`config.mk`:
```
export PLATFORM = sky130hd
export DESIGN_NAME = kwm_cmp
export DESIGN_NICKNAME = d
export VERILOG_FILES = /design/src/rtl/kwm_cmp.sv
export SDC_FILE = /design/constraint.sdc
export NUM_CORES = 1
export LEC_CHECK = 0
export BUFFER_PORTS_ARGS = -buffer_cell sky130_fd_sc_hd__buf_2
export CAP_MARGIN = 40
export CORE_MARGIN = 2
export CORE_UTILIZATION = 40
export CTS_CLUSTER_SIZE = 16
export DETAILED_ROUTE_END_ITERATION = 10
export GPL_ROUTABILITY_DRIVEN = 0
export GPL_TIMING_DRIVEN = 0
export PLACE_DENSITY_LB_ADDON = 0.12
export SYNTH_ARGS = -nofsm -noshare
export SYNTH_HDL_FRONTEND = slang
export SYNTH_SLANG_ARGS = --single-unit
export TNS_END_PERCENT = 50
```
`constraint.sdc`:
```
create_clock -name clk -period 6.9 [get_ports clk]
set_clock_uncertainty 0.1 [all_clocks]
set_input_delay 1.38 -clock clk [delete_from_list [all_inputs] [get_ports clk]]
set_output_delay 1.38 -clock clk [all_outputs]
set_load 0.01 [all_outputs]
```
`src/rtl/kwm_cmp.sv`:
```
// Shared signed comparator that keeps the smallest head seen during a scan.
module kwm_cmp #(
  parameter int unsigned VALUE_W = 32,
  parameter int unsigned LIDX_W  = 3
) (
  input  logic               clk,
  input  logic               rst_n,
  input  logic               clear,
  input  logic               cand_valid,
  input  logic [VALUE_W-1:0] cand_value,
  input  logic [LIDX_W-1:0]  cand_index,
  output logic               best_valid,
  output logic [VALUE_W-1:0] best_value,
  output logic [LIDX_W-1:0]  best_index
);

  logic               best_valid_r;
  logic [VALUE_W-1:0] best_value_r;
  logic [LIDX_W-1:0]  best_index_r;
  logic               take_cand;

  // Lists are scanned in rising order, so "less or equal" lets the
  // highest list index win a tie.
  assign take_cand = cand_valid &&
                     (!best_valid_r || ($signed(cand_value) <= $signed(best_value_r)));

  always_ff @(posedge clk) begin
    if (!rst_n) begin
      best_valid_r <= 1'b0;
    end else if (clear) begin
      best_valid_r <= 1'b0;
    end else if (take_cand) begin
      best_valid_r <= 1'b1;
    end
  end

  always_ff @(posedge clk) begin
    if (!clear && take_cand) begin
      best_value_r <= cand_value;
      best_index_r <= cand_index;
    end
  end

  assign best_valid = best_valid_r;
  assign best_value = best_value_r;
  assign best_index = best_index_r;

endmodule

```
==> reports/results.txt, run 1 <==
Critical Path Fanout Max: 13
Synthesis Warnings: 0
n_diodes: 0
clk root buf: clkbuf_8
CTS tree: yes
hold depth: 2
max_slew headroom: 57.5%
hpwl dp: 3030 um
WP data arrival: 3.81 ns
combinational group share of total power: 15.8%
total CTS buffers: 5
antenna violations before repair: 0
sequential fraction of the synthesis area: 55.0%
hold path startpoint: best_valid
Post-Syn Area: 0.00195 mm^2
die height: 73.7 um
clock slew at reported path FFs: 0.07 ns
Total Wirelength: 3740 um
Internal Power: 355 uW
net switching fraction of the power: 24.9%
row count: 25
total gr overflow: 0
post-route minimum period: 3.92 ns
first-pass iteration count of the detailed router: 4
hold crit path type: reg2reg
die width: 73.7 um
Post-CTS Setup Inserts: 0
core area: 0.00469 mm^2
Slew Viols, Final: 0
outcome: finished clean
Setup crit start kind: input pin
Mapped Cells: 156
data required time of the worst path: 6.79 ns
final core utilization: 53.5%
Switch Pwr: 118 uW
final hold viol count: 0
global-route wire length before repair: 6080 um
Iteration-0 DRC Markers: 20
capture point of the worst reg-to-reg path: best_value[3]
launch point of the worst reg-to-reg path: best_value[14]
RSZ-0062 raised after global routing: no
Register-to-Register Setup Slack: 3.81 ns
clk buf depth: 2
CP endpoint kind: flop
routed vias: 1,424
Initial Utilization: 41.5%
syn avg cell area: 12.5 um^2
worst slew pin tran: 0.637 ns
post-CTS sizing: 0
cts hold-fix bufs: 0
io pins: 75
Avg WL per Cell: 12.7 um
critical path class: in2reg
Port Buffer Count: 74
Final WS setup: 2.98 ns
Synth-to-Final Area Change: 29.0%
Via density: 4.84
LEAKAGE: 0.00123 uW
Power Dens Cells: 188 mW/mm^2
Fmax: 0.255 GHz
hold worst-path end: best_valid
CTS H-tree depth: 2
Total Die Area: 0.00544 mm^2
Peak VDD IR: 0.000113 V
Setup WS pre-CTS: 2.66 ns
worst-skew pair later-pin latency: 0.28 ns
Max-cap violations: 0
sequential power share: 54.2%
FILL cells: 442
number of synthesized register bits: 36
largest net degree at the start of global routing: 14
Total Nets Final: 311
vias in the first global route: 1,407
Clk pwr share: 30.0%
final setup violation count: 0
area occupied by multi-input gates: 769 um^2
layout cells sized above 1: 36.7%
period utilization: 56.8%
r2r worst-path depth: 10
# clock sinks: 36
Total GRT Usage: 14.8%
number of routed nets with antenna violations: 0
DRC Markers: 0
Synth cell types: 26
Post-Syn Nets: 227
Seq. cell area: 0.00107 mm^2
synth_stat cells (all sizes together):
library cell  number  share of area, %
a211oi             2              0.77
a21boi             1              0.39
a21o               3               1.2
a21oi             13               3.3
a22oi              1              0.39
dfxtp              1               1.0
edfxtp            35                54
ha                32                21
inv               32               6.2
nand2              6               1.2
nand2b             1              0.32
nand3              5               1.3
nand4              8               3.5
nor2               3              0.58
nor2b              1              0.32
nor3               1              0.26
nor3b              1              0.39
nor4               2               1.4
nor4bb             1              0.51
o211ai             2              0.77
o21ai              2              0.51
o22ai              1              0.32
o41ai              1              0.45
or2                1              0.32
area by class of cell:
| type | instances | area share, % |
|---|---|---|
| clock buffers | 6 | 2.89 |
| clock inverters | 1 | 0.199 |
| inverters | 32 | 4.79 |
| multi-input cells | 88 | 30.7 |
| flip-flops and latches | 36 | 42.7 |
| well taps | 54 | 2.69 |
| repair buffers | 77 | 16.1 |
power by group through the flow:
stage | Clock [uW] | Sequential, uW | Combinational [uW]
after global routing | 156 | 257 | 86.0
after CTS | 149 | 256 | 76.2
after floorplan | 0 | 267 | 35.9
after global placement | 0 | 262 | 71.8
after detailed placement | 0 | 261 | 75.6
final | 142 | 256 | 74.7
registers in the layout, indices dropped and copies added (netlist names):
register and flops:
best_index 3, best_valid 1, best_value 32
layout by cell type (no fill, tap or decap):
| cell | instances |
|---|---|
| ha_1 | 32 |
| a211oi_1 | 2 |
| nand2_1 | 6 |
| a21oi_1 | 13 |
| edfxtp_1 | 35 |
| nor4_4 | 1 |
| a21boi_1 | 1 |
| o211ai_1 | 2 |
| a22oi_1 | 1 |
| nand4_2 | 3 |
| a21o_1 | 3 |
| nor2_1 | 3 |
| nand3_1 | 5 |
| buf_6 | 3 |
| nor2b_1 | 1 |
| clkbuf_8 | 5 |
| or2_1 | 1 |
| dfxtp_1 | 1 |
| o22ai_1 | 1 |
| nand2b_1 | 1 |
| inv_1 | 32 |
| nand4_1 | 5 |
| o41ai_1 | 1 |
| buf_2 | 74 |
| nor3_1 | 1 |
| clkinv_2 | 1 |
| nor4_1 | 1 |
| nor4bb_4 | 1 |
| o21ai_1 | 2 |
| clkbuf_1 | 1 |
| nor3b_1 | 1 |
worst max path at each step:
stage / from / end / slack [ns] / depth (start not counted)
CTS: cand_value[14] / best_value[3] / 2.96 / 10
global route: cand_value[14] / best_index[2] / 2.84 / 10
floorplan: cand_value[14] / best_index[0] / 0.34 / 7
global placement: cand_value[14] / best_value[19] / -1.70 / 8
finish: cand_value[14] / best_value[3] / 2.98 / 10
detailed placement: cand_value[14] / best_value[19] / 2.66 / 10
layer usage:
| metal | GRT usage, % | vias up | part of all wire (%) |
|---|---|---|---|
| met5 | 0 | - | 0 |
| li1 | - | 736 | - |
| met3 | 3.98 | 5 | 4.8 |
| met1 | 17.6 | 646 | 45 |
| met4 | 6.06 | 0 | 1.3 |
| met2 | 25.1 | 37 | 49 |
kinds of logic after synthesis:
group | share of synthesized area [%]
buffers and inverters | 6.17
and+or+nand+nor | 10.1
DFF | 55.0
AOI/OAI and AO/OA | 8.10
adders and majority gates | 20.6
per-stage QoR:
stage	area (um^2)	power [uW]	setup TNS (ns)	hold WS (ns)	instances
final	2510	473	0	0.416	294
after global routing	2510	499	0	0.455	294
after CTS	2510	482	0	0.426	294
after detailed placement	2430	337	0	0.416	287
after global placement	2380	334	-59.58	0.408	284
after floorplan	1950	303	0	0.422	156
worst max-delay path: stages:
cell	delay [ns]
buf_2	0.10
ha_1	0.32
a21oi_1	0.15
nand2_1	0.06
a21o_1	0.17
o41ai_1	0.38
o22ai_1	0.19
nor4bb_4	0.63
buf_6	0.23
buf_6	0.19
Note: power is estimated with default switching activity, not from simulation.
==> inputs of run 2 (changes only) <==
==> constraint.sdc (replaced) <==
create_clock -name clk -period 3.25 [get_ports clk]
set_clock_uncertainty 0.1 [all_clocks]
set_input_delay 0.65 -clock clk [delete_from_list [all_inputs] [get_ports clk]]
set_output_delay 0.65 -clock clk [all_outputs]
set_load 0.01 [all_outputs]
==> run 2 against run 1 <==
Effect of this change:
- clock power increased to 2.7 times the previous value
- sequential share of layout area is 3.5 points lower
- sequential power rose by 110%
- non-clock buffer count stayed put
- register-to-register slack lost 3.6 ns
- highest routed layer unchanged
==> reports/results.txt, run 2 (synthesis results as in run 1) <==
number of routed nets with antenna violations: 0 (unchanged)
CTS tree: yes
worst-skew pair later-pin latency: 0.29 ns (about the same)
Crit path max-delay family: compound AO/OA/AOI/OAI gates
Avg WL per Cell: 13.1 um (+3.0%)
leading cell type in the layout, fill and taps excluded: buf_2
DRC Markers: 0 (unchanged)
final setup violation count: 0 (unchanged)
clock slew at reported path FFs: 0.07 ns (about the same)
LEAKAGE: 0.00125 uW (+1.7%)
worst slew pin tran: 0.638 ns (+0.000728 ns)
Total Wirelength: 3870 um (+3.3%)
total CTS buffers: 5 (unchanged)
die width: 73.7 um (unchanged)
outcome: finished clean
row count: 25 (unchanged)
slowest CP cell: nor4bb_4
period utilization: 94.1%
routed vias: 1,444 (+1.4%)
hold crit path type: in2reg
cts hold-fix bufs: 0 (unchanged)
RSZ-0062 raised after global routing: no
vias in the first global route: 1,432 (+1.8%)
max_slew headroom: 57.4% (about the same)
Slew Viols, Final: 0 (unchanged)
Iteration-0 DRC Markers: 42 (+110%)
largest net degree at the start of global routing: 12 (-2)
Max-cap violations: 0 (unchanged)
Total Die Area: 0.00544 mm^2 (unchanged)
core area: 0.00469 mm^2 (unchanged)
layout cells sized above 1: 44.0% (+7.3 points)
io pins: 75 (unchanged)
CTS H-tree depth: 2 (unchanged)
antenna violations before repair: 0 (unchanged)
critical path, cell by cell: buf_2, ha_4, a21oi_1, nand2_1, a21o_1, o41ai_2, o22ai_2, nor4bb_4, buf_6, buf_6
Synth-to-Final Area Change: 40.5%
global-route wire length before repair: 6250 um (+2.8%)
critical path class: in2reg
# clock sinks: 36 (unchanged)
most frequent cells in the layout: 74 x buf_2, 35 x edfxtp_1, 32 x inv_1
Critical Path Fanout Max: 10 (-3)
final setup TNS: 0 ns (unchanged)
Fmax: 0.327 GHz
Crit path depth: 10 (unchanged)
Total Nets Final: 311 (unchanged)
post-CTS sizing: 0 (unchanged)
Post-CTS Setup Inserts: 0 (unchanged)
hold depth: 1 (-1)
FILL cells: 416 (-5.9%)
CP endpoint kind: flop
final hold viol count: 0 (unchanged)
Buf/Inv on CP: 3 (unchanged)
clk root buf: clkbuf_8
Peak VDD IR: 0.000272 V (+140%)
hpwl dp: 3270 um (+7.8%)
r2r worst-path depth: 10 (unchanged)
total gr overflow: 0 (unchanged)
data required time of the worst path: 3.15 ns (-3.64 ns)
Initial Utilization: 41.5% (unchanged)
cell repeated most along the worst path: buf_6
Setup crit start kind: input pin
Via density: 4.89 (+1.1%)
clk buf depth: 2 (unchanged)
hold path startpoint: cand_index[0]
Total GRT Usage: 15.3% (+0.48 points)
first-pass iteration count of the detailed router: 3 (-1)
origin of the worst setup path: cand_value[14]
Final WS setup: 0.192 ns (-2.79 ns)
Hold Slack: 0.437 ns (+0.0207 ns)
Setup WS pre-CTS: -0.139 ns (-2.80 ns)
die height: 73.7 um (unchanged)
n_diodes: 0 (unchanged)
launch point of the worst reg-to-reg path: best_value[14]
Power Dens Cells: 407 mW/mm^2 (+120%)
Largest register FFs: 32 (unchanged)
Critical Path Max Stage Delay: 0.64 ns (about the same)
post-route minimum period: 3.06 ns
WP data arrival: 2.95 ns (-0.86 ns)
Port Buffer Count: 74 (unchanged)
[run 2: changes by cell type in the layout (fill, tap and decap cells not counted), sizes merged]
cell    previous run  this run
bufinv             0         1
[run 2: per-layer routing]
layer  global-route usage (%)  part of all wire [%]  vias to the layer above
met5                        0                     0                        -
met4                     4.85                  0.96                        0
met3                     4.12                   4.6                        5
met2                     25.3                    49                       38
met1                     19.3                    45                      663
li1                         -                     -                      738
[run 2: where the power goes]
part	internal (uW)	total, uW	switching, uW
combinational	85.9	184	97.8
clock	228	384	157
sequential	535	544	8.93
[run 2: worst paths after layout]
kind | to | slack [ns]
hold reg to reg | best_valid | 0.44
hold / removal | best_index[0] | 0.44
setup reg to reg | best_value[3] | 0.23
setup / recovery | best_value[3] | 0.19
[run 2: final cells by class]
type,instances,area (um^2),area share [%]
repair buffers,77,404,14.8
multi-input cells,88,963,35.2
clock buffers,6,72.6,2.65
clock inverters,2,35.0,1.28
well taps,54,67.6,2.47
flip-flops and latches,36,1070,39.2
inverters,32,120,4.39
[run 2: through the flow]
| stage | power [uW] | instance area [um^2] | std cells | util (%) |
|---|---|---|---|---|
| after global placement | 732 | 2590 | 284 | 55.3 |
| after global routing | 1170 | 2730 | 295 | 58.3 |
| final | 1110 | 2730 | 295 | 58.3 |
| after CTS | 1130 | 2730 | 295 | 58.3 |
| after floorplan | 659 | 2150 | 156 | - |
| after detailed placement | 741 | 2630 | 287 | 56.0 |
==> inputs of run 3 (changes only) <==
--- a/config.mk
+++ b/config.mk
@@ -13,6 +13,7 @@
 export DETAILED_ROUTE_END_ITERATION = 10
 export GPL_ROUTABILITY_DRIVEN = 0
 export GPL_TIMING_DRIVEN = 0
+export MAX_ROUTING_LAYER = met4
 export PLACE_DENSITY_LB_ADDON = 0.12
 export SYNTH_ARGS = -nofsm -noshare
 export SYNTH_HDL_FRONTEND = slang
==> run 3 against run 2 <==
Effect of this change:
- combinational power is essentially flat
- via count shrank 0.21%
- hold slack better by 0.0014 ns
- cell count unchanged
- die area stayed put
- first-iteration DRC count unchanged
- routed wire length about the same
- global-route usage increased by 0.45 points
- clock power hardly changed
- largest power group unchanged
==> reports/results.txt, run 3 (synthesis results as in run 1) <==
Total Nets Final: 311 (unchanged)
Layout Cells excl Fill: 295 (unchanged)
max_slew headroom: 57.4% (about the same)
clock slew at reported path FFs: 0.07 ns (about the same)
fin area: 0.00273 mm^2 (unchanged)
period utilization: 94.4% (+0.35 points)
post-route minimum period: 3.07 ns (+0.0113 ns)
clk buf depth: 2 (unchanged)
Power Dens Cells: 406 mW/mm^2 (about the same)
CTS H-tree depth: 2 (unchanged)
post-CTS sizing: 0 (unchanged)
cts hold-fix bufs: 0 (unchanged)
Total Wirelength: 3870 um (about the same)
net switching fraction of the power: 23.6% (-0.077 points)
RSZ-0062 raised after global routing: no
combinational group share of total power: 16.5% (about the same)
placed cells: 287 (unchanged)
area of placed instances: 0.00263 mm^2 (unchanged)
CP endpoint kind: flop
final core utilization: 58.3% (unchanged)
data required time of the worst path: 3.14 ns (about the same)
clk root buf: clkbuf_8
n_diodes: 0 (unchanged)
Via density: 4.88 (-0.21%)
Total GRT Usage: 15.7% (+0.45 points)
Slew Viols, Final: 0 (unchanged)
antenna violations before repair: 0 (unchanged)
Internal Power: 848 uW (about the same)
Synth-to-Final Area Change: 40.5% (unchanged)
Crit path depth: 10 (unchanged)
Max-cap violations: 0 (unchanged)
most frequent cells in the layout: 74 x buf_2, 35 x edfxtp_1, 32 x inv_1
FILL cells: 416 (unchanged)
r2r worst-path depth: 10 (unchanged)
leading cell type in the layout, fill and taps excluded: buf_2
total CTS buffers: 5 (unchanged)
die height: 73.7 um (unchanged)
critical path, cell by cell: buf_2, ha_1, nand4_1, or2_1, a21oi_1, o41ai_2, o22ai_2, nor4bb_4, buf_6, buf_6
total gr overflow: 0 (unchanged)
Buf/Inv on CP: 3 (unchanged)
Hold Slack: 0.438 ns (+0.00145 ns)
layout cells sized above 1: 44.0% (unchanged)
critical path class: in2reg
Setup crit start kind: input pin
Port Buffer Count: 74 (unchanged)
Crit path max-delay family: simple AND/OR/NAND/NOR gates
io pins: 75 (unchanged)
Initial Utilization: 41.5% (unchanged)
vias in the first global route: 1,435 (+0.21%)
Switch Pwr: 262 uW (-0.42%)
Seq. cell area: 0.00107 mm^2 (unchanged)
crit path to: best_value[3]
sequential power share: 49.0% (about the same)
DRC Markers: 0 (unchanged)
number of routed nets with antenna violations: 0 (unchanged)
final hold viol count: 0 (unchanged)
Fmax: 0.326 GHz (-0.37%)
hold depth: 1 (unchanged)
capture point of the worst reg-to-reg path: best_value[3]
Critical Path Fanout Max: 10 (unchanged)
launch point of the worst reg-to-reg path: best_value[14]
Register-to-Register Setup Slack: 0.23 ns (about the same)
outcome: finished clean
WP data arrival: 2.96 ns (about the same)
Peak VDD IR: 0.000272 V (about the same)
cell repeated most along the worst path: buf_6
# clock sinks: 36 (unchanged)
Avg WL per Cell: 13.1 um (about the same)
largest net degree at the start of global routing: 12 (unchanged)
worst slew pin tran: 0.638 ns (+0.000315 ns)
area occupied by multi-input gates: 963 um^2 (unchanged)
routed vias: 1,441 (-0.21%)
origin of the worst setup path: cand_value[12]
final setup violation count: 0 (unchanged)
Largest register FFs: 32 (unchanged)
overall power: 1110 uW (about the same)
Critical Path Max Stage Delay: 0.64 ns (about the same)
core area: 0.00469 mm^2 (unchanged)
first-pass iteration count of the detailed router: 4 (+1)
hpwl dp: 3270 um (unchanged)
Iteration-0 DRC Markers: 42 (unchanged)
Total Die Area: 0.00544 mm^2 (unchanged)
die width: 73.7 um (unchanged)
hold crit path type: in2reg
row count: 25 (unchanged)
CTS tree: yes
LEAKAGE: 0.00125 uW (unchanged)
slowest CP cell: nor4bb_4
worst-skew pair later-pin latency: 0.29 ns (about the same)
Post-CTS Setup Inserts: 0 (unchanged)
Clk pwr share: 34.5% (about the same)
global-route wire length before repair: 6240 um (-0.11%)
-- run 3: layout make-up --
type,count,share of cell area (%)
clock inverter,2,1.28
clock buffer,6,2.65
multi-input combinational,88,35.2
timing repair buffer,77,14.8
sequential,36,39.2
tap,54,2.47
inverter,32,4.39
-- run 3: worst min path at each step --
stage	startpoint	endpoint	slack, ns
finish	cand_index[0]	best_index[0]	0.44
global route	cand_index[1]	best_index[1]	0.43
CTS	cand_index[1]	best_index[1]	0.42
detailed placement	best_valid	best_valid	0.44
global placement	best_valid	best_valid	0.41
floorplan	best_valid	best_valid	0.42
-- run 3: worst register-to-register path: cells and delay by family (launching register included) --
kind            cells  cell delay (ns)
simple gates        2             0.72
compound gates      4             0.81
fa+ha+maj           1             0.21
flops               1             0.38
buf+inv             3             0.51
-- run 3: per-stage QoR --
stage          setup slack (ns)  TNS [ns]
5_1_grt                  0.0166         0
3_3_place_gp              -1.03    -35.88
4_1_cts                   0.150         0
6_report                  0.181         0
3_5_place_dp             -0.139     -1.39
2_1_floorplan            -0.229     -8.00
-- run 3: power groups by stage --
stage / clock [uW] / combinational [uW] / sequential [uW]
floorplan: 0 / 93.9 / 565
global placement: 0 / 177 / 555
detailed placement: 0 / 186 / 555
CTS: 401 / 187 / 544
global route: 418 / 208 / 547
finish: 383 / 184 / 544
-- run 3: routing by layer --
layer / vias up / track usage [%] / wire (um) / part of all wire, %
met2: 37 / 25.3 / 1930 / 50
met4: 0 / 4.85 / 22 / 0.57
met1: 663 / 19.3 / 1740 / 45
met5: - / - / 0 / 0
met3: 2 / 4.12 / 179 / 4.6
li1: 739 / - / - / -
